<file path="src/hdl/mpdq_pkg.sv">
// shared types and codes for the mouse packet deframer queue
package mpdq_pkg;

  localparam logic MODE_BYTE = 1'b0;
  localparam logic MODE_POLL = 1'b1;

  localparam int SYNC_BIT = 3;

  localparam int IN_DATA_W  = 8;
  localparam int OUT_DATA_W = 40;

  // one queued event, button byte in the lowest bits
  typedef struct packed {
    logic [7:0] z_move;
    logic [7:0] y_move;
    logic [7:0] x_move;
    logic [7:0] button_byte;
  } event_t;

  localparam int EVENT_W = $bits(event_t);

  // framer to queue: completed packet
  typedef struct packed {
    logic   push;
    event_t ev;
  } push_req_t;

  // queue to top: outcome of the current word
  typedef struct packed {
    logic hit;
    logic drop;
  } queue_status_t;

endpackage

</file>
<file path="src/hdl/mpdq_ram.sv">
// generic single write port ram with registered read
module mpdq_ram #(
  parameter int WIDTH = 32,
  parameter int DEPTH = 16
) (
  input  logic                     clk,
  input  logic                     we,
  input  logic [$clog2(DEPTH)-1:0] waddr,
  input  logic [WIDTH-1:0]         wdata,
  input  logic                     re,
  input  logic [$clog2(DEPTH)-1:0] raddr,
  output logic [WIDTH-1:0]         rdata
);

  logic [WIDTH-1:0] mem [DEPTH];

  always_ff @(posedge clk) begin
    if (we) begin
      mem[waddr] <= wdata;
    end
    if (re) begin
      rdata <= mem[raddr];
    end
  end

endmodule

</file>
<file path="src/hdl/mpdq_framer.sv">
// byte framing: sync check and packet assembly
module mpdq_framer
  import mpdq_pkg::*;
(
  input  logic      clk,
  input  logic      rst,
  input  logic      take,
  input  logic      mode,
  input  logic [7:0] rx_byte,
  input  logic      wheel_enabled,
  output push_req_t push_req,
  output logic      sync_error
);

  localparam logic [1:0] PH_FIRST  = 2'd0;
  localparam logic [1:0] PH_SECOND = 2'd1;
  localparam logic [1:0] PH_THIRD  = 2'd2;
  localparam logic [1:0] PH_WHEEL  = 2'd3;

  logic [1:0] phase;
  logic [1:0] phase_next;
  logic [7:0] pkt [3];
  logic       byte_in;

  assign byte_in = take && (mode == MODE_BYTE);

  always_comb begin
    phase_next    = phase;
    sync_error    = 1'b0;
    push_req.push = 1'b0;
    push_req.ev   = '{z_move: 8'd0, y_move: rx_byte, x_move: pkt[1], button_byte: pkt[0]};
    unique case (phase)
      PH_FIRST: begin
        if (rx_byte[SYNC_BIT]) begin
          phase_next = PH_SECOND;
        end else begin
          sync_error = byte_in;
        end
      end
      PH_SECOND: phase_next = PH_THIRD;
      PH_THIRD: begin
        if (wheel_enabled) begin
          phase_next = PH_WHEEL;
        end else begin
          phase_next    = PH_FIRST;
          push_req.push = byte_in;
        end
      end
      PH_WHEEL: begin
        phase_next    = PH_FIRST;
        push_req.push = byte_in;
        push_req.ev   = '{z_move: rx_byte, y_move: pkt[2], x_move: pkt[1],
                          button_byte: pkt[0]};
      end
      default: phase_next = PH_FIRST;
    endcase
  end

  always_ff @(posedge clk) begin
    if (rst) begin
      phase <= PH_FIRST;
    end else if (byte_in) begin
      phase <= phase_next;
    end
  end

  // packet byte registers for the first three positions; the wheel byte is taken straight from rx_byte
  always_ff @(posedge clk) begin
    if (rst) begin
      pkt[0] <= '0;
      pkt[1] <= '0;
      pkt[2] <= '0;
    end else if (byte_in) begin
      if (phase == PH_FIRST && rx_byte[SYNC_BIT]) begin
        pkt[0] <= rx_byte;
      end
      if (phase == PH_SECOND) begin
        pkt[1] <= rx_byte;
      end
      if (phase == PH_THIRD) begin
        pkt[2] <= rx_byte;
      end
    end
  end

endmodule

</file>
<file path="src/hdl/mpdq_queue.sv">
// ring queue of events with one slot kept empty
module mpdq_queue
  import mpdq_pkg::*;
#(
  parameter int QUEUE_DEPTH = 16
) (
  input  logic          clk,
  input  logic          rst,
  input  logic          take,
  input  logic          mode,
  input  push_req_t     push_req,
  output queue_status_t status,
  output event_t        rdata
);

  localparam int AW = $clog2(QUEUE_DEPTH);
  localparam logic [AW-1:0] LAST = AW'(QUEUE_DEPTH - 1);

  logic [AW-1:0] write_index;
  logic [AW-1:0] read_index;
  logic [AW-1:0] write_index_next;
  logic [AW-1:0] read_index_next;
  logic          full;
  logic          empty;
  logic          we;
  logic          re;

  assign write_index_next = (write_index == LAST) ? '0 : write_index + 1'b1;
  assign read_index_next  = (read_index == LAST) ? '0 : read_index + 1'b1;
  assign full             = (write_index_next == read_index);
  assign empty            = (write_index == read_index);

  assign re          = take && (mode == MODE_POLL) && !empty;
  assign we          = push_req.push && !full;
  assign status.hit  = re;
  assign status.drop = push_req.push && full;

  always_ff @(posedge clk) begin
    if (rst) begin
      write_index <= '0;
      read_index  <= '0;
    end else begin
      if (we) begin
        write_index <= write_index_next;
      end
      if (re) begin
        read_index <= read_index_next;
      end
    end
  end

  // a pop never reads the slot being written: that slot lies outside the filled range
  mpdq_ram #(
    .WIDTH (EVENT_W),
    .DEPTH (QUEUE_DEPTH)
  ) u_store (
    .clk   (clk),
    .we    (we),
    .waddr (write_index),
    .wdata (push_req.ev),
    .re    (re),
    .raddr (read_index),
    .rdata (rdata)
  );

endmodule

</file>
<file path="src/hdl/mouse_packet_deframer_queue.sv">
// top level: mouse packet deframer with event queue
//
// channel  dir  handshake            payload
// s_       in   s_tvalid/s_tready    s_tdata rx_byte, s_tuser mode
// m_       out  m_tvalid/m_tready    m_tdata event and flags, m_tuser event_valid
// cfg_     in   cfg_valid/cfg_ready  cfg_data wheel_enabled
//
// one word per cycle while the output is not stalled; each word gives exactly one result word
// each word passes the store read stage, then the output register
// the event store is a ram with registered read, read at the pop pointer
// synchronous active high reset clears framing, pointers, the wheel setting and the pipeline valids
// a stalled output holds the store read stage; input is still taken while that stage is empty
module mouse_packet_deframer_queue
  import mpdq_pkg::*;
#(
  parameter int QUEUE_DEPTH = 16
) (
  input  logic                  clk,
  input  logic                  rst,
  input  logic                  s_tvalid,
  output logic                  s_tready,
  input  logic [IN_DATA_W-1:0]  s_tdata,   // [7:0] rx_byte
  input  logic                  s_tuser,   // [0] mode
  output logic                  m_tvalid,
  input  logic                  m_tready,
  output logic [OUT_DATA_W-1:0] m_tdata,   // [7:0] button_byte, [15:8] x_move,
                                           // [23:16] y_move, [31:24] z_move,
                                           // [32] sync_error, [33] event_dropped
  output logic                  m_tuser,   // [0] event_valid
  input  logic                  cfg_valid,
  output logic                  cfg_ready,
  input  logic                  cfg_data   // [0] wheel_enabled
);

  logic          wheel_enabled;
  logic          take;
  push_req_t     push_req;
  logic          sync_error;
  queue_status_t qstat;
  event_t        rdata;

  // store read stage
  logic s1_valid;
  logic s1_hit;
  logic s1_serr;
  logic s1_drop;
  logic s1_move;

  event_t ev_out;

  assign cfg_ready = 1'b1;

  always_ff @(posedge clk) begin
    if (rst) begin
      wheel_enabled <= 1'b0;
    end else if (cfg_valid && cfg_ready) begin
      wheel_enabled <= cfg_data;
    end
  end

  // output register free, or being drained this cycle
  assign s1_move  = !m_tvalid || m_tready;
  assign s_tready = !s1_valid || s1_move;
  assign take     = s_tvalid && s_tready;

  mpdq_framer u_framer (
    .clk           (clk),
    .rst           (rst),
    .take          (take),
    .mode          (s_tuser),
    .rx_byte       (s_tdata),
    .wheel_enabled (wheel_enabled),
    .push_req      (push_req),
    .sync_error    (sync_error)
  );

  mpdq_queue #(
    .QUEUE_DEPTH (QUEUE_DEPTH)
  ) u_queue (
    .clk      (clk),
    .rst      (rst),
    .take     (take),
    .mode     (s_tuser),
    .push_req (push_req),
    .status   (qstat),
    .rdata    (rdata)
  );

  always_ff @(posedge clk) begin
    if (rst) begin
      s1_valid <= 1'b0;
    end else if (take) begin
      s1_valid <= 1'b1;
    end else if (s1_move) begin
      s1_valid <= 1'b0;
    end
  end

  always_ff @(posedge clk) begin
    if (take) begin
      s1_hit  <= qstat.hit;
      s1_serr <= sync_error;
      s1_drop <= qstat.drop;
    end
  end

  // event fields read as zero unless a poll found an event
  assign ev_out = s1_hit ? rdata : '0;

  always_ff @(posedge clk) begin
    if (rst) begin
      m_tvalid <= 1'b0;
    end else if (s1_move) begin
      m_tvalid <= s1_valid;
    end
  end

  always_ff @(posedge clk) begin
    if (s1_move && s1_valid) begin
      m_tdata <= {6'd0, s1_drop, s1_serr, ev_out};
      m_tuser <= s1_hit;
    end
  end

endmodule
</file>
<file path="config.mk">
export PLATFORM = sky130hd
export DESIGN_NAME = mouse_packet_deframer_queue
export DESIGN_NICKNAME = d
export VERILOG_FILES = /design/src/hdl/mpdq_pkg.sv /design/src/hdl/mpdq_ram.sv /design/src/hdl/mpdq_framer.sv /design/src/hdl/mpdq_queue.sv /design/src/hdl/mouse_packet_deframer_queue.sv
export SDC_FILE = /design/constraint.sdc
export NUM_CORES = 1
export LEC_CHECK = 0
export BUFFER_PORTS_ARGS = -buffer_cell sky130_fd_sc_hd__buf_2
export CAP_MARGIN = 20
export CORE_MARGIN = 1
export CORE_UTILIZATION = 60
export DETAILED_ROUTE_END_ITERATION = 6
export GPL_ROUTABILITY_DRIVEN = 0
export PLACE_DENSITY = 0.82
export SYNTH_ARGS = -nofsm -noshare
export SYNTH_HDL_FRONTEND = slang
export SYNTH_HIERARCHICAL = 1
export SYNTH_SLANG_ARGS = --single-unit
export TNS_END_PERCENT = 5
</file>
<file path="constraint.sdc">
create_clock -name clk -period 6.5 [get_ports clk]
set_input_delay 0.65 -clock clk [delete_from_list [all_inputs] [get_ports clk]]
set_output_delay 0.65 -clock clk [all_outputs]
set_load 0.01 [all_outputs]
</file>
==> results.sh, run 1 <==
export IMPL_synth_area_mm2=0.0235
export IMPL_status="finished clean"
export IMPL_port_buffers=51
export IMPL_p_leak_nw=8.07
export IMPL_avgSynthCellArea_um2=21.7
export IMPL_drive_gt1_share_pct=30.1
export IMPL_seq_area_frac_synth_pct=78.4
export IMPL_die_area_mm2=0.0400
export IMPL_grt_ovfl_total=0
export IMPL_firstDrtPassIters=5
export IMPL_hpwl_mm=25.3
export IMPL_tightest_slew_ns=1.09
export IMPL_postSynth_asyncResetShare_pct=0
export IMPL_drc=0
export IMPL_synth_cell_types=49
export IMPL_fin_nets=1166
export IMPL_grt_pass1_wl_mm=71.2
export IMPL_maxCapViolations=0
export IMPL_power_density_mw_per_mm2=295
export IMPL_synth_main_ff_cell="edfxtp_1"
export IMPL_wire_per_inst_um=28.0
export IMPL_cts_root_buf="clkbuf_16"
export IMPL_synth_common_cells="edfxtp_1, mux4_2, a22oi_1"
export IMPL_postSynthCellCount=1082
export IMPL_io_pins=59
export IMPL_drv_slew=0
export IMPL_num_vias=10900
export IMPL_ys_ff_latch=619
export IMPL_die_h_um=200
export IMPL_clk_latency_ns=0.63
export IMPL_cts_buffer_depth=3
export IMPL_coreArea_mm2=0.0386
export IMPL_setup_tns_ns=0
export IMPL_slew_headroom_pct=27.0
export IMPL_die_w_um=200
export IMPL_drtIter0Drc=1196
export IMPL_h_tree_depth=2
export IMPL_cp_data_arrival_time_ns=3.98
export IMPL_cts_sinks=619
export IMPL_synth_edff_count=606
export IMPL_place_inst=1603
export IMPL_min_path_type="primary input to register"
export IMPL_synth_area_leader_cell="edfxtp_1"
export IMPL_antenna_cells=0
export IMPL_syn_to_final_growth_pct=11.5
export IMPL_fin_cells=1714
export IMPL_cp_required_ns=6.77
export IMPL_cts_resized=0
export IMPL_crit_path_max_fanout=18
export IMPL_skew_ns=0.0285
export IMPL_setup_viol=0
export IMPL_synthTopCellsByArea="edfxtp_1, mux4_2, a22oi_1"
export IMPL_antenna_found_initial=1
export IMPL_finalCritPeriodShare_pct=57.2
export IMPL_end_kind="register"
export IMPL_holdBufCountCts=0
export IMPL_drt_total_wl_mm=48.0
export IMPL_cts_setup_buffers=0
export IMPL_fmax_ghz=0.269
export IMPL_hold_viol=0
export IMPL_grt_max_degree=55
export IMPL_rsz0062_at_grt="false"
export IMPL_numCtsBuffers=58
export IMPL_synth_top_cell_area_share_pct=77.3
export IMPL_final_min_clock_period_ns=3.72
export IMPL_cts_tree="built"
export IMPL_synth_most_common_cell="edfxtp_1"
export IMPL_crit_type="register to register"
export IMPL_rows=72
export IMPL_ir_drop_v=0.000252
export IMPL_first_global_vias=11300
export IMPL_ys_warn_count=6
export IMPL_final_antenna_net_count=0
export IMPL_post_drt_via_cell_ratio=6.37
export IMPL_grtUsageTotal_pct=25.0
export IMPL_clk_pin_slew_ns=0.07
export IMPL_cp_start_kind="register"
export IMPL_initial_core_util_pct=60.9
==> layer usage <==
layer	up-vias	wire, µm	global-route usage, %	part of all wire (%)
li1	4561	-	-	-
met1	5760	18900	34.5	39
met2	496	24300	40.8	51
met3	103	3390	3.76	7.1
met4	2	1410	10.3	2.9
met5	-	14	0	0.029
==> sequential cells by signal, summed over array words and instances (netlist names), 2 cells and up <==
signal / flops
m_tdata: 34
u_framer/phase: 2
u_framer/pkt: 24
u_queue/read_index: 4
u_queue/u_store/mem: 512
u_queue/u_store/rdata: 32
u_queue/write_index: 4
==> power breakdown <==
| group | switching (W) | internal [W] |
|---|---|---|
| clock network | 0.00144 | 0.00181 |
| logic | 0.0000523 | 0.0000235 |
| registers | 0.0000312 | 0.00438 |
==> stage by stage <==
stage	area (µm²)	utilization (%)	power (W)	hold slack [ns]	worst slack (ns)
CTS	26100	67.6	0.00777	0.281	2.80
detailed placement	24300	62.9	0.00457	0.418	2.46
floorplan	23600	-	0.00453	0.400	1.50
global placement	24300	62.9	0.00456	0.410	2.55
global route	26200	67.9	0.00793	0.310	2.62
finish	26200	67.9	0.00773	0.292	2.78
==> cell type report <==
cell class	instances	area [µm²]
Clock buffer	73	1550
Clock inverter	34	265
Fill cell	2255	12400
Inverter	3	11.3
Multi-Input combinational cell	392	4800
Sequential cell	619	18500
Tap cell	518	648
Timing Repair Buffer	75	508
==> layout by cell type, fill, tap and decap left out, drive strengths merged, types with 2 or more instances in the layout <==
master	n
edfxtp	606
nor3	6
bufinv	3
inv	5
and2	42
conb	7
nor2b	5
ha	2
clkinv	26
a22oi	64
and3	10
nand3b	3
mux2	10
a31oi	2
nand2b	9
mux4	128
clkbuf	73
dfxtp	13
xnor2	5
clkinvlp	3
buf	75
nand2	46
xor2	4
a21oi	7
nand3	2
nor2	21
mux2i	5
==> worst max-delay path, stage by stage, from the launching register on <==
cell and delay, ns:
dfxtp_1 0.69, ha_1 0.34, a31oi_1 0.16, xor2_1 0.22
nor3_2 0.10, a21boi_2 0.35, nand3b_1 0.36, nor2_4 0.67
buf_4 0.47
==> worst paths after layout <==
| check | from | end | slack (ns) | cells after the start |
|---|---|---|---|---|
| worst max-delay path | u_queue/write_index[0] | u_queue/u_store/mem[10][0] | 2.78 | 8 |
| worst min-delay path | cfg_data | wheel_enabled | 0.29 | 3 |
| worst max register to register | u_queue/write_index[0] | u_queue/u_store/mem[10][0] | 2.78 | 8 |
| worst min register to register | s1_drop | m_tdata[33] | 0.43 | 0 |
==> cells by family after synthesis <==
group           Yosys count  synth area share (%)
fa+ha+maj                 2                 0.106
mux                     143                  13.0
other cells               2                0.0319
simple gates            151                  3.68
buf+inv                  76                  1.87
flops                   619                  78.4
xor+xnor                  9                 0.367
compound gates           80                  2.54
No activity file was read; power rests on OpenSTA's default activity.
==> inputs of run 2 (changes only) <==
==> constraint.sdc (replaced) <==
create_clock -name clk -period 3.9 [get_ports clk]
set_input_delay 0.39 -clock clk [delete_from_list [all_inputs] [get_ports clk]]
set_output_delay 0.39 -clock clk [all_outputs]
set_load 0.01 [all_outputs]
==> results.sh, run 2 (synthesis results as in run 1) <==
export IMPL_drtIter0Drc=1410
export IMPL_post_drt_via_cell_ratio=6.65
export IMPL_syn_to_final_growth_pct=12.0
export IMPL_hpwl_mm=28.6
export IMPL_layout_top_registers="u_queue/u_store/mem x512, m_tdata x34, u_queue/u_store/rdata x32"
export IMPL_final_antenna_net_count=0
export IMPL_min_path_type="primary input to register"
export IMPL_wire_per_inst_um=30.7
export IMPL_finalCritPeriodShare_pct=91.1
export IMPL_rows=72
export IMPL_first_global_vias=11400
export IMPL_num_vias=11400
export IMPL_drv_slew=0
export IMPL_grt_pass1_wl_mm=75.9
export IMPL_p_total_w=0.0130
export IMPL_die_w_um=200
export IMPL_clk_pin_slew_ns=0.06
export IMPL_top_register="u_queue/u_store/mem"
export IMPL_cp_cell_sequence="ha_1 > a31oi_1 > xor2_1 > nor3_2 > a21boi_2 > nand3b_1 > nor3_2 > buf_4"
export IMPL_end_kind="register"
export IMPL_final_min_clock_period_ns=3.55
export IMPL_hold_slack_ns=0.0342
export IMPL_grt_ovfl_total=0
export IMPL_setup_ws_ns=0.345
export IMPL_cts_sinks=619
export IMPL_io_pins=59
export IMPL_holdBufCountCts=0
export IMPL_drive_gt1_share_pct=30.6
export IMPL_ir_drop_v=0.000342
export IMPL_skew_ns=0.0193
export IMPL_fmax_ghz=0.281
export IMPL_antenna_found_initial=0
export IMPL_crit_type="register to register"
export IMPL_cts_setup_buffers=0
export IMPL_antenna_cells=0
export IMPL_h_tree_depth=2
export IMPL_crit_path_max_fanout=32
export IMPL_cp_required_ns=4.13
export IMPL_setup_viol=0
export IMPL_clk_latency_ns=0.60
export IMPL_status="finished clean"
export IMPL_fin_cells=1715
export IMPL_port_buffers=51
export IMPL_die_area_mm2=0.0400
export IMPL_drc=0
export IMPL_rsz0062_at_grt="false"
export IMPL_cts_buffer_depth=3
export IMPL_final_common_cell="edfxtp_1"
export IMPL_cts_root_buf="clkbuf_16"
export IMPL_dpl_worst_slack_ns=0.550
export IMPL_hold_viol=0
export IMPL_path_delay_family="simple AND/OR/NAND/NOR gates"
export IMPL_cp_start_kind="register"
export IMPL_cts_resized=0
export IMPL_firstDrtPassIters=5
export IMPL_layout_common_cells="edfxtp_1, mux4_2, a22oi_1"
export IMPL_tightest_slew_ns=1.12
export IMPL_fin_nets=1170
export IMPL_crit_buf_inv=1
export IMPL_slowest_delay_ns=0.72
export IMPL_grtUsageTotal_pct=27.4
export IMPL_numCtsBuffers=57
export IMPL_coreArea_mm2=0.0386
export IMPL_largest_reg_flops=512
export IMPL_p_leak_nw=8.11
export IMPL_cpMostUsedCell="nor3_2"
export IMPL_drt_total_wl_mm=52.7
export IMPL_die_h_um=200
export IMPL_initial_core_util_pct=60.9
export IMPL_fin_util_pct=68.2
export IMPL_power_density_mw_per_mm2=492
export IMPL_maxCapViolations=0
export IMPL_cts_tree="built"
export IMPL_slew_headroom_pct=25.1
export IMPL_place_inst=1610
export IMPL_cp_data_arrival_time_ns=3.79
export IMPL_cp_slowest_cell="dfxtp_1"
export IMPL_grt_max_degree=133
-- run 2: cell types whose count changed in the layout (fill, tap and decap cells not counted), moves of 4 or more --
cell and change:
buf_12 +9, bufinv_16 +4, clkinv_1 -6, clkinv_2 +4
-- run 2: final cells by class --
cell class | instances | area, µm²
sequential | 619 | 18500
timing repair buffer | 80 | 618
clock inverter | 33 | 343
inverter | 3 | 11.3
tap | 518 | 648
fill | 2227 | 12300
clock buffer | 70 | 1480
multi-input combinational | 392 | 4800
-- run 2: worst register-to-register path: stages, from the launching register on --
cell      delay (ns)
dfxtp_1         0.72
ha_1            0.34
a31oi_1         0.15
xor2_1          0.22
nor3_2          0.09
a21boi_2        0.44
nand3b_1        0.42
nor3_2          0.27
buf_4           0.49
-- run 2: worst paths after layout --
| path | slack [ns] | end | cells past startpoint | startpoint |
|---|---|---|---|---|
| setup / recovery | 0.35 | u_queue/u_store/mem[8][5] | 8 | u_queue/write_index[0] |
| hold / removal | 0.03 | wheel_enabled | 3 | cfg_data |
| setup reg to reg | 0.35 | u_queue/u_store/mem[8][5] | 8 | u_queue/write_index[0] |
| hold reg to reg | 0.52 | m_tvalid | 2 | s1_valid |
-- run 2: stage by stage --
| stage | instance area, µm² | setup TNS [ns] |
|---|---|---|
| 2_1_floorplan | 23600 | -49.14 |
| 3_3_place_gp | 24500 | 0 |
| 3_5_place_dp | 24500 | 0 |
| 4_1_cts | 26300 | 0 |
| 5_1_grt | 26400 | 0 |
| 6_report | 26400 | 0 |
-- run 2: per-layer routing --
layer,track usage (%),wire [µm]
met1,38.6,19900
met2,43.3,25700
met3,6.13,5460
met4,9.30,1590
met5,0,0
-- run 2: report_power, final --
part / leakage (nW) / internal (W) / switching, W
Clock: 0.898 / 0.00315 / 0.00234
Sequential: 5.46 / 0.00730 / 0.0000600
Combinational: 1.76 / 0.0000403 / 0.0000948
